`config.mk`:
```
export PLATFORM = sky130hd
export DESIGN_NAME = gqtl_ram
export DESIGN_NICKNAME = d
export VERILOG_FILES = /design/src/rtl/core/gqtl_ram.sv
export SDC_FILE = /design/constraint.sdc
export NUM_CORES = 1
export LEC_CHECK = 0
export BUFFER_PORTS_ARGS = -buffer_cell sky130_fd_sc_hd__buf_2
export CORE_UTILIZATION = 60
export DETAILED_ROUTE_END_ITERATION = 8
export PLACE_DENSITY = 0.78
export SLEW_MARGIN = 20
export SYNTH_ARGS = -nofsm -noshare
export SYNTH_HDL_FRONTEND = slang
export SYNTH_SLANG_ARGS = --single-unit
```
`constraint.sdc`:
```
create_clock -name clk_i -period 2.05 [get_ports clk_i]
set_input_delay 0.1025 -clock clk_i [delete_from_list [all_inputs] [get_ports clk_i]]
set_output_delay 0.1025 -clock clk_i [all_outputs]
set_load 0.05 [all_outputs]
```
`src/rtl/core/gqtl_ram.sv`:
```
// Generic single-port-write, registered-read RAM.
module gqtl_ram #(
  parameter int Width = 8,
  parameter int Depth = 16
) (
  input  logic                     clk_i,
  input  logic                     we_i,
  input  logic [$clog2(Depth)-1:0] waddr_i,
  input  logic [Width-1:0]         wdata_i,
  input  logic [$clog2(Depth)-1:0] raddr_i,
  output logic [Width-1:0]         rdata_o
);
  logic [Width-1:0] mem_q [Depth];

  always_ff @(posedge clk_i) begin
    if (we_i) begin
      mem_q[waddr_i] <= wdata_i;
    end
    rdata_o <= mem_q[raddr_i];
  end
endmodule

```
==> impl_metrics.env, run 1 <==
export IMPL_grt_pass1_wl_microns=14600
export IMPL_first_pass_iters=5
export IMPL_fillers=468
export IMPL_drc=0
export IMPL_worstPathArrival_ps=1830
export IMPL_cts_tree="done"
export IMPL_synth_most_common_cell="edfxtp_1"
export IMPL_worstSkewPairLatency_ps=520
export IMPL_syn_nets=247
export IMPL_route_vias_total=2526
export IMPL_finalSetupTns_ps=0
export IMPL_fp_row_count=33
export IMPL_worstMarginPinSlew_ps=756
export IMPL_utilization_pct=74.1
export IMPL_vdd_drop_max_mv=0.604
export IMPL_wl_microns=9540
export IMPL_postCtsSetupRepairBufs=0
export IMPL_cp_slowest_stage_delay_ps=550
export IMPL_synth_seq_cells=136
export IMPL_synth_edff_count=128
export IMPL_cts_resized_gates=0
export IMPL_track_usage_pct=24.4
export IMPL_synth_distinct_cells=19
export IMPL_post_route_period_util_pct=70.1
export IMPL_cts_hold_buffers=8
export IMPL_path_cells="mux4_1, a22oi_1, nand2_1"
export IMPL_hp_class="in2reg"
export IMPL_htree_levels=4
export IMPL_drv_cap=0
export IMPL_cts_sinks=136
export IMPL_grt_pass1_vias=2470
export IMPL_ioPinCount=26
export IMPL_status="complete, no violations"
export IMPL_clock_path_buffers=2
export IMPL_core_area_sq_mm=0.00826
export IMPL_async_flop_share_pct=0
export IMPL_grt_max_degree=33
export IMPL_slowest_stage="mux4_1"
export IMPL_antenna_left=0
export IMPL_finalCriticalPeriod_ps=1440
export IMPL_cp_top_family="multiplexers"
export IMPL_slew_headroom_pct=49.5
export IMPL_endpoint_kind="flip-flop"
export IMPL_syn_cell_area_sq_mm=0.00515
export IMPL_drive_above_1_share_pct=30.1
export IMPL_p_leak_nw=2.10
export IMPL_setup_viol=0
export IMPL_skew_ps=6.62
export IMPL_yosys_most_used_dff="edfxtp_1"
export IMPL_antenna_found_initial=0
export IMPL_root_buffer="clkbuf_8"
export IMPL_max_freq_mhz=695
export IMPL_die_area_sq_mm=0.00895
export IMPL_die_h_microns=94.6
export IMPL_synth_top_cell_by_area="edfxtp_1"
export IMPL_worstSetupStartpointType="flip-flop"
export IMPL_routedWlPerCell_microns=23.4
export IMPL_multi_input_area_sq_mm=0.00106
export IMPL_nets=307
export IMPL_syn_inst=229
export IMPL_p_total_w=0.00632
export IMPL_seq_area_frac_synth_pct=77.8
export IMPL_synth_top_area_share_pct=74.7
export IMPL_p_per_area_mw_per_mm2=1030
export IMPL_floorplan_initialDensity_pct=62.3
export IMPL_crit_buf_inv=0
export IMPL_viasPerCell=6.21
export IMPL_critPathMaxFanout=1
export IMPL_diodes=0
export IMPL_yosysWarnings=0
export IMPL_final_max_slew_viol_count=0
export IMPL_gp_congestion=0.840
export IMPL_cts_made_buffers=17
export IMPL_port_buffers=25
export IMPL_synth_common_cells="edfxtp_1, mux4_2, a22oi_1"
export IMPL_hold_viol=0
export IMPL_dp_hpwl_microns=5830
export IMPL_grt_setup_unrepaired="false"
export IMPL_path_clk_slew_ps=60
export IMPL_critPathRequiredTime_ps=2450
export IMPL_seq_area_sq_mm=0.00400
export IMPL_drt_initial_drc_count=289
export IMPL_crit_type="reg2reg"
export IMPL_area_growth_pct=18.9
export IMPL_grt_ovfl_total=0
export IMPL_netlist_top_cells_area="edfxtp_1, mux4_2, mux4_1"
export IMPL_die_x_microns=94.6
export IMPL_synth_area_per_cell_sq_um=22.5
## logic make-up after synthesis
kind of cell | Yosys count | synth area share, %
buffers and inverters | 10 | 1.68
AND/OR/NAND/NOR | 35 | 3.18
multiplexers | 32 | 15.0
flip-flops | 136 | 77.8
AO/OA/AOI/OAI | 16 | 2.33
## cells in the final DEF, fill, tap and decap left out, drive strengths merged
cell type and instances:
nor3 4, nor2 13, nor2b 1, dlygate4sd3 8, buf 43, edfxtp 128, clkinv 7, bufinv 2
and2b 1, and2 1, a22oi 16, dfxtp 8, nand3 1, nand2 9, mux4 32, or3b 1
nand2b 2, clkinvlp 3, nand3b 2, clkbuf 20
## per-layer routing
| layer | up-vias | part of all wire (%) | global-route usage, % |
|---|---|---|---|
| met4 | 0 | 3.0 | 12.0 |
| met3 | 26 | 7.5 | 6.92 |
| met2 | 126 | 49 | 36.2 |
| met5 | - | 0 | 0 |
| met1 | 1274 | 40 | 33.8 |
| li1 | 1100 | - | - |
## final cells by class
type,count,area share [%]
Sequential cell,136,65.4
Clock buffer,20,7.11
Timing Repair Buffer,51,5.97
Clock inverter,12,2.09
Tap cell,105,2.15
Multi-Input combinational cell,83,17.3
## worst paths after layout
| kind | from | endpoint | slack (ps) | cells after the start |
|---|---|---|---|---|
| worst max-delay path | mem_q[4][3]$_DFFE_PP_ | rdata_o[3]$_DFF_P_ | 610 | 3 |
| worst min register to register | mem_q[12][2]$_DFFE_PP_ | rdata_o[2]$_DFF_P_ | 660 | 3 |
| worst min-delay path | waddr_i[0] | mem_q[0][6]$_DFFE_PP_ | 140 | 3 |
| worst max register to register | mem_q[4][3]$_DFFE_PP_ | rdata_o[3]$_DFF_P_ | 610 | 3 |
## sequential cells by signal, summed over array words and instances (netlist names)
name / count
rdata_o: 8
mem_q: 128
## metrics by stage
stage                     hold slack [ps]  area, sq um  setup WS [ps]  std cells
final                                 144         6120            612        407
after global routing                  151         6120            571        407
after CTS                             118         6120            634        407
after detailed placement              485         5480            476        367
after global placement                474         5480            476        367
after floorplan                       201         5150            455        229
## power breakdown
part           leakage (nW)  switching [W]  internal [W]
sequential             1.22      0.0000188       0.00311
clock                 0.268        0.00108       0.00175
combinational         0.609       0.000222      0.000134
## worst min-delay path, cell delays in order
cell and delay, ps:
buf_2 140, nor3_1 60, buf_4 180
Power figures use the tool's default switching activity.
==> run 2, diff against run 1 <==
--- a/config.mk
+++ b/config.mk
@@ -6,9 +6,9 @@
 export NUM_CORES = 1
 export LEC_CHECK = 0
 export BUFFER_PORTS_ARGS = -buffer_cell sky130_fd_sc_hd__buf_2
-export CORE_UTILIZATION = 60
+export CORE_UTILIZATION = 54
 export DETAILED_ROUTE_END_ITERATION = 8
-export PLACE_DENSITY = 0.78
+export PLACE_DENSITY = 0.74
 export SLEW_MARGIN = 20
 export SYNTH_ARGS = -nofsm -noshare
 export SYNTH_HDL_FRONTEND = slang
==> constraint.sdc (replaced) <==
create_clock -name clk_i -period 1.15 [get_ports clk_i]
set_input_delay 0.0575 -clock clk_i [delete_from_list [all_inputs] [get_ports clk_i]]
set_output_delay 0.0575 -clock clk_i [all_outputs]
set_load 0.05 [all_outputs]
==> run 2 against run 1 <==
  * The run now ends with negative setup slack left
  * Via count down 1.4%
  * Utilization down 5.1 points
  * Critical path depth is the same
  * Register-to-register slack worse by 720 ps
  * Sequential share of layout area shrank 2.6 points
  * Largest cell class unchanged
  * Largest power group unchanged
==> impl_metrics.env, run 2 (synthesis results as in run 1) <==
export IMPL_postCtsSetupRepairBufs=0
export IMPL_largest_reg_flops=128
export IMPL_multi_input_area_sq_mm=0.00109
export IMPL_slowest_stage="mux4_2"
export IMPL_fillers=579
export IMPL_worstMarginPinSlew_ps=893
export IMPL_holdWs_ps=64.9
export IMPL_antenna_found_initial=0
export IMPL_setup_slack_ps=-109
export IMPL_drt_initial_drc_count=162
export IMPL_path_cells="mux4_2, a22oi_2, nand2_1"
export IMPL_die_area_sq_mm=0.00993
export IMPL_p_seq_share_pct=48.1
export IMPL_skew_ps=4.99
export IMPL_worstPathArrival_ps=1640
export IMPL_final_cell_mix="edfxtp_1, buf_4, mux4_2"
export IMPL_cp_slowest_stage_delay_ps=480
export IMPL_critPathRequiredTime_ps=1530
export IMPL_floorplan_initialDensity_pct=55.7
export IMPL_die_h_microns=99.6
export IMPL_cts_sinks=136
export IMPL_endpoint_kind="flip-flop"
export IMPL_max_freq_mhz=794
export IMPL_worstSkewPairLatency_ps=500
export IMPL_wl_microns=9890
export IMPL_cp_top_family="multiplexers"
export IMPL_htree_levels=4
export IMPL_grt_ovfl_total=0
export IMPL_antenna_left=0
export IMPL_port_buffers=25
export IMPL_vdd_drop_max_mv=1.23
export IMPL_slew_headroom_pct=40.4
export IMPL_ioPinCount=26
export IMPL_p_per_area_mw_per_mm2=1820
export IMPL_power_internal_w=0.00916
export IMPL_drc=0
export IMPL_gp_congestion=0.810
export IMPL_combPwrFrac_pct=6.3
export IMPL_worstSetupStartpointType="flip-flop"
export IMPL_cts_made_buffers=17
export IMPL_route_vias_total=2491
export IMPL_diodes=0
export IMPL_violations="negative setup slack"
export IMPL_crit_buf_inv=0
export IMPL_dp_cells=407
export IMPL_setup_viol=8
export IMPL_largestRegisters="mem_q: 128 flops, rdata_o: 8 flops"
export IMPL_seq_area_sq_mm=0.00401
export IMPL_p_leak_nw=2.16
export IMPL_viasPerCell=5.57
export IMPL_status="finished, violations left"
export IMPL_fp_row_count=35
export IMPL_cts_tree="done"
export IMPL_path_clk_slew_ps=60
export IMPL_p_clk_share_pct=45.5
export IMPL_p_sw_w=0.00245
export IMPL_grt_max_degree=17
export IMPL_track_usage_pct=22.6
export IMPL_nets=323
export IMPL_crit_type="reg2reg"
export IMPL_clock_path_buffers=2
export IMPL_post_route_period_util_pct=109
export IMPL_core_area_sq_mm=0.00924
export IMPL_grt_setup_unrepaired="true"
export IMPL_hold_viol=0
export IMPL_area_growth_pct=23.9
export IMPL_drv_cap=0
export IMPL_routedWlPerCell_microns=22.1
export IMPL_grt_pass1_vias=2593
export IMPL_critPathMaxFanout=1
export IMPL_top_register="mem_q"
export IMPL_drive_above_1_share_pct=44.7
export IMPL_finalCriticalPeriod_ps=1260
export IMPL_grt_pass1_wl_microns=15300
export IMPL_hp_class="in2reg"
export IMPL_dp_hpwl_microns=6200
export IMPL_final_common_cell="edfxtp_1"
export IMPL_first_pass_iters=4
export IMPL_final_cells=447
export IMPL_swShare_pct=21.1
export IMPL_final_max_slew_viol_count=0
export IMPL_root_buffer="clkbuf_8"
export IMPL_die_x_microns=99.6
## run 2: cell count changes in the layout (fill, tap and decap cells not counted), moves of 3 or more
| cell | previous run | this run |
|---|---|---|
| buf_2 | 25 | 17 |
| buf_4 | 16 | 35 |
| mux4_2 | 18 | 31 |
| a22oi_2 | 0 | 10 |
| nor3_1 | 4 | 0 |
| a22oi_1 | 16 | 6 |
| nor2_1 | 13 | 10 |
| nor3_2 | 0 | 3 |
| mux4_1 | 14 | 1 |
| nor2_2 | 0 | 3 |
## run 2: metrics by stage
stage / setup WS, ps / utilization, % / setup TNS [ps] / total power, W / instance area (sq um)
after floorplan: -44.0 / - / -397 / 0.00608 / 5190
final: -109 / 69.0 / -690 / 0.0116 / 6380
after global routing: -170 / 69.0 / -1050 / 0.0120 / 6380
after global placement: -306 / 61.4 / -5530 / 0.00632 / 5680
after detailed placement: -325 / 61.4 / -6940 / 0.00634 / 5680
after CTS: -120 / 69.0 / -776 / 0.0117 / 6370
## run 2: power groups by stage
stage	Combinational, W	Clock, W	Sequential [W]
floorplan	0.000291	0	0.00578
global placement	0.000645	0	0.00567
detailed placement	0.000659	0	0.00568
CTS	0.000739	0.00537	0.00558
global route	0.000784	0.00560	0.00559
finish	0.000735	0.00528	0.00559
## run 2: worst paths after layout
| check | startpoint | to | slack (ps) | cells after the start |
|---|---|---|---|---|
| worst max-delay path | mem_q[3][3]$_DFFE_PP_ | rdata_o[3]$_DFF_P_ | -110 | 3 |
| worst min-delay path | waddr_i[0] | mem_q[4][0]$_DFFE_PP_ | 60 | 3 |
| worst max register to register | mem_q[3][3]$_DFFE_PP_ | rdata_o[3]$_DFF_P_ | -110 | 3 |
| worst min register to register | mem_q[8][5]$_DFFE_PP_ | rdata_o[5]$_DFF_P_ | 670 | 3 |
## run 2: routing by layer
metal	vias up	share of wire (%)	track usage, %	routed length [microns]
met1	1270	43	31.6	4230
met5	-	0	0	0
met3	6	6.2	5.27	611
met2	100	50	35.0	4980
li1	1115	-	-	-
met4	0	0.73	9.28	72
## run 2: what timing repair did
| action | CTS | global route |
|---|---|---|
| hold endpoints to repair | 128 | 0 |
| pin swaps | 10 | 3 |
| cloned | 0 | 0 |
| hold buffers | 8 | 0 |
| resized for setup | 30 | 5 |
| endpoints found under the setup margin | 14 | 11 |
## run 2: worst min-delay path, cell delays in order
cell	delay (ps)
buf_2	130
nor3_2	60
buf_4	150
## run 2: layout make-up
class	instances	share of cell area [%]
clock buffer	17	6.49
tap	129	2.53
sequential	136	62.8
clock inverter	15	2.78
timing repair buffer	67	8.24
multi-input combinational	83	17.2
==> run 3, diff against run 2 <==
--- a/config.mk
+++ b/config.mk
@@ -5,7 +5,8 @@
 export SDC_FILE = /design/constraint.sdc
 export NUM_CORES = 1
 export LEC_CHECK = 0
-export BUFFER_PORTS_ARGS = -buffer_cell sky130_fd_sc_hd__buf_2
+export BUFFER_PORTS_ARGS = -buffer_cell sky130_fd_sc_hd__buf_4
+export CAP_MARGIN = 40
 export CORE_UTILIZATION = 54
 export DETAILED_ROUTE_END_ITERATION = 8
 export PLACE_DENSITY = 0.74
==> run 3 against run 2 <==
  * The flow still finishes with violations (negative setup slack)
  * Cell area grew 1.6%
  * Combinational power is 6.9% higher
  * Via count is 4.5% higher
  * Fmax decreased by 0.39%
  * Routed wire length is 3.6% higher
  * Highest routed layer unchanged
==> impl_metrics.env, run 3 (synthesis results as in run 1) <==
export IMPL_largestRegisters="mem_q: 128 flops, rdata_o: 8 flops"
export IMPL_endpoint_kind="flip-flop"
export IMPL_cp_endpoint="rdata_o[0]$_DFF_P_"
export IMPL_max_freq_mhz=791
export IMPL_p_seq_share_pct=47.8
export IMPL_track_usage_pct=22.7
export IMPL_p_total_w=0.0117
export IMPL_swShare_pct=21.2
export IMPL_critPathRequiredTime_ps=1550
export IMPL_core_area_sq_mm=0.00924
export IMPL_hp_class="in2reg"
export IMPL_critPathMaxFanout=1
export IMPL_die_h_microns=99.6
export IMPL_worstPathArrival_ps=1670
export IMPL_r2r_start="mem_q[1][0]$_DFFE_PP_"
export IMPL_viasPerCell=5.80
export IMPL_final_max_slew_viol_count=0
export IMPL_post_route_period_util_pct=110
export IMPL_final_cell_mix="edfxtp_1, buf_4, mux4_2"
export IMPL_ff2ff_path_depth=3
export IMPL_diodes=0
export IMPL_drv_cap=0
export IMPL_r2r_slack_ps=-110
export IMPL_p_leak_nw=2.21
export IMPL_grt_setup_unrepaired="true"
export IMPL_setup_slack_ps=-114
export IMPL_root_buffer="clkbuf_8"
export IMPL_floorplan_initialDensity_pct=55.7
export IMPL_fp_row_count=35
export IMPL_route_vias_total=2604
export IMPL_status="finished, violations left"
export IMPL_gp_congestion=0.805
export IMPL_largest_reg_flops=128
export IMPL_setup_viol=8
export IMPL_skew_ps=11.6
export IMPL_first_pass_iters=5
export IMPL_die_area_sq_mm=0.00993
export IMPL_slew_headroom_pct=43.0
export IMPL_final_cells=449
export IMPL_ioPinCount=26
export IMPL_die_x_microns=99.6
export IMPL_final_area_sq_mm=0.00648
export IMPL_cts_sinks=136
export IMPL_wl_microns=10300
export IMPL_antenna_found_initial=0
export IMPL_grt_max_degree=17
export IMPL_drive_above_1_share_pct=44.1
export IMPL_postCtsSetupRepairBufs=0
export IMPL_crit_type="reg2reg"
export IMPL_grt_ovfl_total=0
export IMPL_cts_tree="done"
export IMPL_final_common_cell="edfxtp_1"
export IMPL_fillers=553
export IMPL_drt_initial_drc_count=233
export IMPL_p_per_area_mw_per_mm2=1800
export IMPL_cts_made_buffers=17
export IMPL_antenna_left=0
export IMPL_top_register="mem_q"
export IMPL_drc=0
export IMPL_violations="negative setup slack"
export IMPL_p_clk_share_pct=45.5
export IMPL_grt_pass1_wl_microns=15300
export IMPL_routedWlPerCell_microns=22.8
export IMPL_clock_path_buffers=2
export IMPL_htree_levels=4
export IMPL_finalCriticalPeriod_ps=1260
export IMPL_placed_area_sq_mm=0.00578
export IMPL_dp_cells=408
export IMPL_area_growth_pct=25.9
export IMPL_power_internal_w=0.00921
export IMPL_critPathLaunch="mem_q[1][0]$_DFFE_PP_"
export IMPL_worstMarginPinSlew_ps=853
export IMPL_dp_hpwl_microns=6420
export IMPL_hold_viol=0
export IMPL_path_clk_slew_ps=70
export IMPL_combPwrFrac_pct=6.7
export IMPL_vdd_drop_max_mv=1.05
export IMPL_grt_pass1_vias=2608
export IMPL_worstSetupStartpointType="flip-flop"
export IMPL_rr_endpoint="rdata_o[0]$_DFF_P_"
export IMPL_p_sw_w=0.00248
export IMPL_worstSkewPairLatency_ps=520
export IMPL_place_ws_ps=-342
export IMPL_port_buffers=25
export IMPL_nets=325
## run 3: changes by cell type in the layout (fill, tap and decap cells not counted), sizes merged
cell,previous run,this run
clkbuf,19,18
inv,2,1
clkinv,5,6
clkinvlp,5,4
buf,57,61
## run 3: how the worst min path moves through the flow
| stage | cells after the start | startpoint | endpoint | slack [ps] |
|---|---|---|---|---|
| finish | 3 | waddr_i[1] | mem_q[0][0]$_DFFE_PP_ | 60 |
| detailed placement | 1 | wdata_i[4] | mem_q[13][4]$_DFFE_PP_ | 360 |
| floorplan | 0 | wdata_i[0] | mem_q[0][0]$_DFFE_PP_ | 160 |
| global route | 3 | waddr_i[1] | mem_q[0][0]$_DFFE_PP_ | 40 |
| CTS | 3 | waddr_i[1] | mem_q[0][0]$_DFFE_PP_ | 30 |
| global placement | 1 | wdata_i[2] | mem_q[4][2]$_DFFE_PP_ | 360 |
## run 3: power groups by stage
stage	clock network, W	registers, W	logic (W)
after floorplan	0	0.00578	0.000291
after global placement	0	0.00568	0.000707
after detailed placement	0	0.00568	0.000719
after CTS	0.00537	0.00559	0.000778
after global routing	0.00557	0.00559	0.000825
final	0.00532	0.00559	0.000786
## run 3: worst max-delay path, cell delays in order (launching register included)
cell and delay [ps]:
edfxtp_1 400, mux4_2 470, a22oi_2 210, nand2_1 70
## run 3: layer usage
| layer | part of all wire, % | GRT usage, % | vias to the layer above |
|---|---|---|---|
| met2 | 50 | 34.8 | 136 |
| met4 | 1.5 | 9.62 | 0 |
| li1 | - | - | 1122 |
| met5 | 0 | 0 | - |
| met3 | 7.6 | 5.83 | 14 |
| met1 | 41 | 31.6 | 1332 |
## run 3: stage by stage
stage | hold WS (ps) | util (%) | TNS, ps
final | 55.9 | 70.1 | -734
after floorplan | 156 | - | -397
after global placement | 357 | 62.6 | -7650
after global routing | 42.9 | 70.1 | -1050
after CTS | 28.4 | 70.0 | -760
after detailed placement | 362 | 62.6 | -9870
## run 3: layout make-up
class | count | area (sq um) | area share (%)
sequential | 136 | 4010 | 61.8
multi-input combinational | 83 | 1090 | 16.9
timing repair buffer | 69 | 624 | 9.63
clock buffer | 18 | 418 | 6.45
clock inverter | 14 | 178 | 2.74
tap | 129 | 161 | 2.49
## run 3: timing repair
| action | 4_1_cts | 5_1_grt |
|---|---|---|
| hold buffers | 8 | 0 |
| resized for setup | 22 | 4 |
| endpoints found under the hold margin | 128 | 0 |
| pin swaps | 14 | 2 |
| cloned | 0 | 0 |
| endpoints found under the setup margin | 10 | 9 |
