--- src/rtl/core/gqtl_tabdiv.sv ---
// Restoring divider that computes the distance to the next tab stop.
module gqtl_tabdiv (
  input  logic        clk_i,
  input  logic        rst_ni,
  input  logic        start_i,
  input  logic [16:0] d_i,
  input  logic [15:0] s_i,
  output logic        done_o,
  output logic [15:0] step_o
);
  logic [16:0] rem_q, rem_d, quo_q, quo_d;
  logic [15:0] s_q;
  logic [4:0]  cnt_q, cnt_d;
  logic        busy_q, busy_d;
  logic [17:0] trial;

  always_comb begin
    rem_d  = rem_q;
    quo_d  = quo_q;
    cnt_d  = cnt_q;
    busy_d = busy_q;
    trial  = {rem_q, quo_q[16]} - {2'b0, s_q};
    if (start_i) begin
      rem_d  = '0;
      quo_d  = d_i;
      cnt_d  = 5'd17;
      busy_d = 1'b1;
    end else if (busy_q) begin
      if (!trial[17]) begin
        rem_d = trial[16:0];
        quo_d = {quo_q[15:0], 1'b1};
      end else begin
        rem_d = {rem_q[15:0], quo_q[16]};
        quo_d = {quo_q[15:0], 1'b0};
      end
      cnt_d = cnt_q - 5'd1;
      if (cnt_q == 5'd1) begin
        busy_d = 1'b0;
      end
    end
  end

  always_ff @(posedge clk_i or negedge rst_ni) begin
    if (!rst_ni) begin
      busy_q <= 1'b0;
      cnt_q  <= '0;
    end else begin
      busy_q <= busy_d;
      cnt_q  <= cnt_d;
    end
  end

  always_ff @(posedge clk_i) begin
    rem_q <= rem_d;
    quo_q <= quo_d;
    if (start_i) begin
      s_q <= s_i;
    end
  end

  // Step is stop minus the remainder, so a pen at or right of the origin lands on the next stop.
  assign done_o = busy_q && (cnt_q == 5'd1);
  assign step_o = s_q - rem_d[15:0];
endmodule

--- config.mk ---
export PLATFORM = sky130hd
export DESIGN_NAME = gqtl_tabdiv
export DESIGN_NICKNAME = d
export VERILOG_FILES = /design/src/rtl/core/gqtl_tabdiv.sv
export SDC_FILE = /design/constraint.sdc
export NUM_CORES = 1
export LEC_CHECK = 0
export BUFFER_PORTS_ARGS = -buffer_cell sky130_fd_sc_hd__buf_2
export CAP_MARGIN = 20
export CORE_ASPECT_RATIO = 0.7
export CORE_UTILIZATION = 39
export DETAILED_ROUTE_END_ITERATION = 10
export REMOVE_ABC_BUFFERS = 1
export SLEW_MARGIN = 20
export SYNTH_ARGS = -nofsm -noshare
export SYNTH_HDL_FRONTEND = slang
export SYNTH_SLANG_ARGS = --single-unit
--- constraint.sdc ---
create_clock -name clk_i -period 4.3 [get_ports clk_i]
set_input_delay 0.215 -clock clk_i [delete_from_list [all_inputs] [get_ports clk_i]]
set_output_delay 0.215 -clock clk_i [all_outputs]
set_load 0.02 [all_outputs]
==> flow_metrics.py, run 1 <==
metrics = {
    "detailed_routing": {
        "drt_iter0_markers": 175,
        "routed_wl_mm": 10.97,
        "viasPerCell": 5.179,
        "wl_per_cell_um": 15.03,
        "antenna_left": 0,
        "via_count": 3781,
        "route.detailed.drc": 0,
        "first_pass_iters": 5,
    },
    "placement": {
        "gp_congestion": 0.8595,
        "placed_area_um2": 5149,
        "hpwl_mm": 7.560,
        "port-buffer-count": 52,
    },
    "timing": {
        "finalClockSkew_ns": 0.007401,
        "whs_ns": 0.08252,
        "setup_ws_ns": -0.7108,
        "maxSlewViolCount": 0,
        "fin_crit_ns": 5.011,
        "setup_violations": 11,
        "clock.fmax_mhz": 199.6,
        "tns_ns": -4.222,
        "rsz0062_at_grt": "yes",
        "period_share": 1.165,
        "relSlewSlack": 0.5211,
        "worst_pin_slew_ns": 0.7165,
        "finalHoldViolCount": 0,
    },
    "layout": {
        "layout.nets": 672,
        "area_delta_synth_final_pct": 54.76,
        "regArea_um2": 1483,
        "layout_common_cells": "buf_4 (151), buf_2 (40), edfxtp_1 (33)",
        "fillers": 796,
        "final_common_cell": "buf_4",
        "final_area_um2": 6065,
        "final_util": 0.6238,
        "antenna_cells": 0,
        "multi_input_area_um2": 2619,
        "drive_above_1_share": 0.4900,
    },
    "setup_path": {
        "path_class": "flip-flop to flip-flop",
        "worstPathMaxFanout": 3,
        "worst_ep_arrival_time_ns": 5.24,
        "crit_path_frequent_cell": "buf_4",
        "max_stage_delay_ns": 0.39,
        "worstPathRequired_ns": 4.53,
        "cp-end-kind": "flip-flop",
        "worst_setup_path_start_kind": "flip-flop",
        "slowest_stage": "edfxtp_1",
        "rrSetupSlack_ns": -0.71,
    },
    "clock_tree": {
        "cts_max_path_buffers": 2,
        "clk_pin_slew_ns": 0.07,
        "cts_root_buffer": "clkbuf_16",
        "numCtsBuffers": 5,
        "htreeDepth": 2,
        "insertion_delay_ns": 0.30,
        "clock-sinks": 56,
        "cts_tree": "built",
    },
    "grt": {
        "grt_max_degree": 31,
        "track_usage": 0.2190,
        "antenna_found_initial": 0,
        "first_global_vias": 3756,
        "grt_pass1_wl_mm": 17.66,
        "overflow": 0,
    },
    "pwr": {
        "power.total_uw": 4985,
        "p_per_area_nw_per_um2": 822.0,
        "power.leakage_uw": 0.002728,
        "vdd_drop_max_v": 0.0005014,
    },
    "die": {
        "initial_core_util": 0.4031,
        "die-area_um2": 10460,
        "die_y_um": 85.87,
        "core-area_um2": 9722,
        "die_x_um": 121.8,
        "num_io_pins": 53,
        "rows": 30,
    },
    "logic_synthesis": {
        "synth_area_leaders": "edfxtp_1 (25%), ha_1 (11%), dfxtp_1 (8.7%)",
        "ys_ff_latch": 56,
        "synth_top_flop_cell": "edfxtp_1",
        "synth_edf_count": 33,
        "seq_area_frac_synth": 0.3780,
        "synth_top_area_cell": "edfxtp_1",
        "synth_warnings": 0,
        "synth.avg_cell_area_um2": 9.797,
        "synth_area_um2": 3919,
        "synthCells": 400,
        "ys_types": 56,
        "ys_async_sr_fraction": 0.1071,
        "synth_top_area_share": 0.2529,
    },
    "status": {
        "violations": "negative setup slack",
        "outcome": "finished, violations left",
    },
    "min_path": {
        "hp-class": "input pin to flip-flop",
    },
    "flow_run": {
        "drv_cap": 0,
    },
}
sequential cells by signal, indices dropped and copies added (netlist names):
name    cells
quo_q      17
cnt_q       5
rem_q      17
s_q        16
busy_q      1
metrics by stage:
stage	setup slack, ns	cells
2_1_floorplan	-0.7118	387
3_3_place_gp	-0.5598	682
3_5_place_dp	-0.6214	682
4_1_cts	-0.5803	721
5_1_grt	-0.8256	730
6_report	-0.7108	730
worst max-delay path: cells and delay by family (launching register included):
kind | cells | cell delay [ns]
buffers and inverters | 23 | 2.74
AO/OA/AOI/OAI | 6 | 1.01
adder cells (fa/ha/maj) | 2 | 0.54
flip-flops | 1 | 0.39
XOR/XNOR | 1 | 0.14
multiplexers | 1 | 0.11
report_power, final:
group | switching [uW] | internal, uW | total [uW]
Clock | 198 | 292 | 490
Sequential | 95.9 | 719 | 815
Combinational | 1730 | 1950 | 3680
Total | 2020 | 2960 | 4990
what timing repair did:
action                     CTS  global route
setup endpoints to repair   12            13
resized for setup           85            17
buffers inserted            44            10
hold endpoints to repair     6             0
cloned                       0             0
pin swaps                   44             8
hold buffers                 1             0
routing by layer:
metal	track usage	part of all wire	vias up
met3	0.03790	0.038	18
met4	0.06397	0.017	0
met2	0.3657	0.47	77
li1	-	-	1890
met5	0	0	-
met1	0.2896	0.48	1796
cells in the mapped netlist (2+ instances only):
| cell | n |
|---|---|
| edfxtp_1 | 33 |
| ha_1 | 33 |
| inv_1 | 29 |
| a21oi_1 | 28 |
| nor2_1 | 27 |
| nand2_1 | 19 |
| dfxtp_1 | 17 |
| o21ai_0 | 17 |
| xnor2_1 | 17 |
| mux2_2 | 16 |
| a211oi_1 | 14 |
| a21o_1 | 14 |
| a211o_1 | 11 |
| clkbuf_1 | 10 |
| nand3_1 | 10 |
| xor2_1 | 10 |
| mux2i_1 | 7 |
| nor3_1 | 7 |
| dfrtp_1 | 6 |
| nand2b_1 | 6 |
| nor2b_1 | 5 |
| o211ai_1 | 5 |
| o21a_1 | 5 |
| o21bai_1 | 5 |
| a311oi_1 | 4 |
| nor4_1 | 4 |
| a31oi_1 | 3 |
| and3_1 | 3 |
| and2_1 | 2 |
| fa_1 | 2 |
| nand3b_1 | 2 |
| nand4_1 | 2 |
| o2111ai_1 | 2 |
| or3_1 | 2 |
| or4_1 | 2 |
logic make-up (layout without fill, tap and decap cells):
| kind of cell | count (synthesis) | count (layout) | synth area share |
|---|---|---|---|
| AND/OR/NAND/NOR | 97 | 97 | 0.1255 |
| XOR/XNOR | 27 | 27 | 0.06034 |
| buffers and inverters | 43 | 245 | 0.04246 |
| AO/OA/AOI/OAI | 118 | 118 | 0.2104 |
| multiplexers | 24 | 24 | 0.06769 |
| flip-flops | 56 | 56 | 0.3780 |
| adder cells (fa/ha/maj) | 35 | 35 | 0.1156 |
path summary, 6_finish.rpt:
path / endpoint / cells after the start / startpoint
max: rem_q[12]$_DFF_P_ / 33 / quo_q[16]$_DFFE_PP_
min: s_q[12]$_DFFE_PP_ / 1 / s_i[12]
max reg2reg: rem_q[12]$_DFF_P_ / 33 / quo_q[16]$_DFFE_PP_
min reg2reg: cnt_q[4]$_DFFE_PN0P_ / 2 / cnt_q[4]$_DFFE_PN0P_
max in group asynchronous: cnt_q[1]$_DFFE_PN0P_ / 2 / rst_ni
min in group asynchronous: cnt_q[2]$_DFFE_PN0P_ / 2 / rst_ni
cell type report:
class / instances / area share
well taps: 128 / 0.02641
clock buffers: 6 / 0.02290
flip-flops and latches: 56 / 0.2445
clock inverters: 2 / 0.006396
repair buffers: 207 / 0.2494
inverters: 30 / 0.01857
multi-input cells: 301 / 0.4318
Power figures use the tool's default switching activity.
==> run 2, diff against run 1 <==
==> constraint.sdc (replaced) <==
create_clock -name clk_i -period 4.3 [get_ports clk_i]
set_input_delay 0.86 -clock clk_i [delete_from_list [all_inputs] [get_ports clk_i]]
set_output_delay 0.86 -clock clk_i [all_outputs]
set_load 0.02 [all_outputs]
==> run 2 against run 1 <==
  * The run still ends with negative setup slack left
  * Die area did not move
  * Sequential share of layout area decreased by 0.76 points
  * Clock skew is 0.0057 ns higher
  * Setup slack worse by 0.67 ns
  * Hold slack improved by 0.29 ns
  * Core utilization rose by 2.0 points
  * Non-clock buffer count up 25
  * Wire length increased by 9.8%
  * First-iteration DRC count up 37%
  * Register-to-register slack better by 0.25 ns
  * Critical endpoint is now step_o[15]
==> flow_metrics.py, run 2 (same netlist as run 1, synthesis figures left out) <==
metrics = {
    "layout": {
        "antenna_cells": 0,
        "drive_above_1_share": 0.5088,
        "final_util": 0.6439,
        "top_regs": "quo_q x17, rem_q x17, s_q x16",
        "layout_common_cells": "buf_4 (174), buf_2 (38), edfxtp_1 (33)",
        "area_delta_synth_final_pct": 59.74,
        "final_area_um2": 6260,
        "layout.nets": 697,
        "final_common_cell": "buf_4",
        "instances_no_fill": 755,
        "fillers": 773,
    },
    "clock_tree": {
        "htreeDepth": 2,
        "numCtsBuffers": 5,
        "insertion_delay_ns": 0.31,
        "clk_pin_slew_ns": 0.08,
        "cts_max_path_buffers": 2,
        "clock-sinks": 56,
        "cts_root_buffer": "clkbuf_16",
        "cts_tree": "built",
    },
    "detailed_routing": {
        "routed_wl_mm": 12.05,
        "drt_iter0_markers": 239,
        "route.detailed.drc": 0,
        "via_count": 3979,
        "viasPerCell": 5.270,
        "wl_per_cell_um": 15.96,
        "antenna_left": 0,
        "first_pass_iters": 4,
    },
    "setup_path": {
        "r2r_start": "quo_q[16]$_DFFE_PP_",
        "cp-end-kind": "output pin",
        "worstPathMaxFanout": 2,
        "path_class": "flip-flop to output pin",
        "worstPathRequired_ns": 3.44,
        "worst_ep_arrival_time_ns": 4.82,
        "worst_setup_path_start_kind": "flip-flop",
        "crit_start": "quo_q[16]$_DFFE_PP_",
    },
    "timing": {
        "setup_violations": 17,
        "finalClockSkew_ns": 0.01307,
        "period_share": 1.321,
        "finalHoldViolCount": 0,
        "whs_ns": 0.3760,
        "setup_ws_ns": -1.382,
        "rsz0062_at_grt": "yes",
        "maxSlewViolCount": 0,
        "clock.fmax_mhz": 176.0,
        "fin_crit_ns": 5.682,
        "relSlewSlack": 0.5305,
        "worst_pin_slew_ns": 0.7026,
    },
    "die": {
        "initial_core_util": 0.4031,
        "num_io_pins": 53,
        "core-area_um2": 9722,
        "rows": 30,
        "die_y_um": 85.87,
        "die_x_um": 121.8,
        "die-area_um2": 10460,
    },
    "grt": {
        "first_global_vias": 4138,
        "antenna_found_initial": 0,
        "grt_pass1_wl_mm": 19.74,
        "grt_max_degree": 30,
        "overflow": 0,
        "track_usage": 0.2424,
    },
    "status": {
        "violations": "negative setup slack",
        "outcome": "finished, violations left",
    },
    "placement": {
        "hpwl_mm": 7.853,
        "dp_cells": 690,
        "gp_congestion": 0.8230,
        "port-buffer-count": 52,
        "placed_area_um2": 5234,
    },
    "pwr": {
        "vdd_drop_max_v": 0.0005571,
        "power.leakage_uw": 0.002851,
        "p_per_area_nw_per_um2": 816.8,
    },
    "min_path": {
        "hp-class": "input pin to asynchronous set/reset pin",
    },
    "flow_run": {
        "drv_cap": 0,
    },
}
## run 2: metal layers
metal	wire, um	GRT usage
met1	5691	0.3155
met2	5573	0.4088
met3	558	0.04255
met4	227	0.07520
met5	0	0
## run 2: path summary, 6_finish.rpt
check                                         end  slack (ns)  cells past startpoint
setup / recovery                       step_o[15]       -1.38                     21
hold / removal               cnt_q[0]$_DFFE_PN0P_        0.38                      1
setup reg to reg           rem_q[16]$_SDFFE_PP0P_       -0.46                     34
hold reg to reg              cnt_q[4]$_DFFE_PN0P_        0.54                      2
max in group asynchronous    cnt_q[3]$_DFFE_PN0P_        3.77                      1
min in group clk_i           cnt_q[4]$_DFFE_PN0P_        0.54                      2
## run 2: metrics by stage
stage	worst slack (ns)	power [uW]	TNS [ns]
finish	-1.382	5113	-13.41
floorplan	-1.357	2432	-8.899
global route	-1.634	5424	-16.40
detailed placement	-1.283	3560	-11.49
global placement	-1.200	3505	-10.43
CTS	-1.235	4849	-11.86
## run 2: area by class of cell
type                    count  area [um^2]  area share
inverters                  30        112.6     0.01799
flip-flops and latches     56         1483      0.2369
repair buffers            232         1739      0.2778
well taps                 128        160.2     0.02558
clock inverters             2        38.79    0.006196
multi-input cells         301         2597      0.4150
clock buffers               6        128.9     0.02059
## run 2: power breakdown
part           leakage (uW)  internal, uW  switching [uW]
logic               0.00222          2040            1760
clock network     0.0000815           278             212
registers          0.000546           719            99.2
total               0.00285          3040            2070
## run 2: timing repair
action                     CTS  global route
buffers inserted            60            15
pin swaps                   38            23
hold endpoints to repair     0             0
hold buffers                 0             0
gates resized for setup     75            32
setup endpoints to repair   15            17
## run 2: worst max-delay path: stages (launching register included)
cell,delay [ns]
edfxtp_1,0.39
inv_1,0.07
ha_2,0.18
inv_2,0.04
fa_2,0.35
a21o_1,0.16
a21o_1,0.17
a211o_1,0.27
a31o_2,0.21
a21oi_2,0.13
xnor2_1,0.14
mux2i_2,0.11
a211o_1,0.31
ha_2,0.19
a21o_1,0.18
a21o_1,0.19
or4_4,0.51
o21a_1,0.20
and4_1,0.19
nor3_2,0.21
xor2_1,0.16
buf_4,0.16
==> run 3, diff against run 2 <==
Settings changed: CORE_UTILIZATION 39 to 53, PLACE_DENSITY from default to 0.77.
==> run 3 against run 2 <==
  * The flow still finishes with violations (negative setup slack)
  * Clock skew shrank 0.0011 ns
  * Sequential cell count is the same
  * Sequential power grew 2%
  * Final cell count shrank 7.3%
  * Power shrank 0.13%
  * Die area shrank 26%
  * Hold slack lost 0.042 ns
  * Global-route usage grew 14 points
  * Sequential share of layout area grew 1.0 points
  * Combinational power grew 4%
  * Critical path type unchanged
  * Fmax shrank 4.6%
  * Largest cell class unchanged
  * Setup slack lost 0.27 ns
==> flow_metrics.py, run 3 (same netlist as run 1, synthesis figures left out) <==
metrics = {
    "layout": {
        "final_area_um2": 6001,
        "instances_no_fill": 700,
        "antenna_cells": 0,
        "layout.nets": 676,
        "final_common_cell": "buf_4",
        "top_regs": "quo_q x17, rem_q x17, s_q x16",
        "fillers": 330,
        "layout_common_cells": "buf_4 (152), buf_2 (37), edfxtp_1 (33)",
        "drive_above_1_share": 0.4983,
        "final_util": 0.8641,
        "area_delta_synth_final_pct": 53.13,
    },
    "die": {
        "core-area_um2": 6944,
        "die_x_um": 104.8,
        "die_y_um": 73.94,
        "initial_core_util": 0.5643,
        "rows": 25,
        "num_io_pins": 53,
        "die-area_um2": 7747,
    },
    "setup_path": {
        "crit_chain": "inv_1 > ha_1 > buf_4 > a21o_1 > nor4_1 > nand2b_1 > nor2_1 > o311a_1 > mux2i_1 > a211o_1 > ha_1 > a21o_1 > a21o_1 > or4_4 > o21a_4 > and4_1 > nor3_2 > xor2_1 > buf_4",
        "crit_path_frequent_cell": "a21o_1",
        "cp-end-kind": "output pin",
        "path_class": "flip-flop to output pin",
        "crit_buf_inv": 3,
        "worst_ep_arrival_time_ns": 5.09,
        "max_stage_delay_ns": 0.51,
        "cp_top_family": "simple AND/OR/NAND/NOR gates",
        "worstPathMaxFanout": 5,
        "r2r_cells": 24,
        "worst_setup_path_start_kind": "flip-flop",
        "worstPathRequired_ns": 3.44,
        "rrSetupSlack_ns": 0.10,
        "r2r_start": "quo_q[16]$_DFFE_PP_",
        "crit_start": "s_q[8]$_DFFE_PP_",
        "slowest_stage": "or4_4",
        "worstReg2RegEnd": "rem_q[10]$_DFF_P_",
    },
    "detailed_routing": {
        "viasPerCell": 6.436,
        "via_count": 4505,
        "route.detailed.drc": 0,
        "routed_wl_mm": 15.71,
        "first_pass_iters": 5,
        "wl_per_cell_um": 22.44,
        "antenna_left": 0,
        "drt_iter0_markers": 442,
    },
    "clock_tree": {
        "cts_tree": "built",
        "htreeDepth": 2,
        "hold_buffers": 0,
        "clk_pin_slew_ns": 0.11,
        "insertion_delay_ns": 0.33,
        "numCtsBuffers": 5,
        "cts_max_path_buffers": 2,
        "clock-sinks": 56,
        "cts_root_buffer": "clkbuf_8",
    },
    "status": {
        "outcome": "finished, violations left",
        "violations": "negative setup slack",
    },
    "pwr": {
        "comb_power_share": 0.777,
        "p_per_area_nw_per_um2": 850.9,
        "intPower_uw": 2817,
        "power.leakage_uw": 0.002719,
        "clkPwrFrac": 0.060,
        "swShare": 0.4483,
        "switchingPower_uw": 2289,
        "power_frac_seq": 0.164,
        "vdd_drop_max_v": 0.0007908,
    },
    "grt": {
        "antenna_found_initial": 0,
        "grt_pass1_wl_mm": 22.51,
        "grt_max_degree": 26,
        "first_global_vias": 4393,
        "track_usage": 0.3840,
        "overflow": 0,
    },
    "timing": {
        "period_share": 1.385,
        "fin_crit_ns": 5.954,
        "clock.fmax_mhz": 167.9,
        "whs_ns": 0.3343,
        "finalClockSkew_ns": 0.01198,
        "relSlewSlack": 0.4801,
        "setup_violations": 15,
        "finalHoldViolCount": 0,
        "maxSlewViolCount": 0,
        "tns_ns": -16.06,
        "worst_pin_slew_ns": 0.7780,
        "rsz0062_at_grt": "yes",
        "setup_ws_ns": -1.654,
    },
    "placement": {
        "gp_congestion": 0.9365,
        "hpwl_mm": 8.035,
        "port-buffer-count": 52,
        "placed_area_um2": 5166,
        "dp_cells": 656,
    },
    "flow_run": {
        "drv_cap": 0,
    },
    "min_path": {
        "hp-class": "input pin to asynchronous set/reset pin",
    },
}
## run 3: cell types whose count changed in the layout (fill, tap and decap cells not counted), moves of 2 or more
cell and change:
buf_6 +4, a211oi_2 -2, buf_12 -2, o21ai_0 +2, o21ai_1 -2, clkbuf_8 +5
a21oi_2 +3, a211oi_4 +2, clkbuf_16 -5, buf_4 -22, xnor2_2 -2, a21oi_1 -2
## run 3: worst max path at each step
stage                            end  slack [ns]  cells past startpoint
after floorplan           step_o[15]       -1.36                     18
after global placement    step_o[15]       -1.15                     21
after detailed placement  step_o[15]       -1.28                     21
after CTS                 step_o[15]       -1.29                     21
after global routing      step_o[15]       -1.71                     21
final                     step_o[15]       -1.65                     19
## run 3: routing by layer
layer	wire length [um]	GRT usage
met3	1623	0.08764
met2	7312	0.6696
met5	0	0
met1	5674	0.4526
met4	1098	0.2128
## run 3: repair_timing
item                       CTS  global route
pin swaps                   44            12
buffers inserted            45            14
gates cloned                 0             0
gates resized for setup     85            29
setup endpoints to repair   15            16
## run 3: layout make-up
class	instances	area, um^2	area share
flip-flops and latches	56	1483	0.2471
well taps	94	117.6	0.01960
inverters	30	112.6	0.01877
clock buffers	7	76.32	0.01272
multi-input cells	301	2629	0.4381
repair buffers	211	1574	0.2623
clock inverters	1	8.758	0.001460
## run 3: through the flow
stage	worst slack (ns)	power (uW)
5_1_grt	-1.708	5308
2_1_floorplan	-1.357	2432
4_1_cts	-1.288	4629
3_5_place_dp	-1.277	3550
3_3_place_gp	-1.147	3455
6_report	-1.654	5106
## run 3: power groups by stage
stage / combinational, uW / sequential, uW / clock [uW]
2_1_floorplan: 1600 / 827 / 0
3_3_place_gp: 2650 / 805 / 0
3_5_place_dp: 2740 / 815 / 0
6_report: 3970 / 835 / 304
5_1_grt: 4150 / 842 / 321
4_1_cts: 3520 / 812 / 299
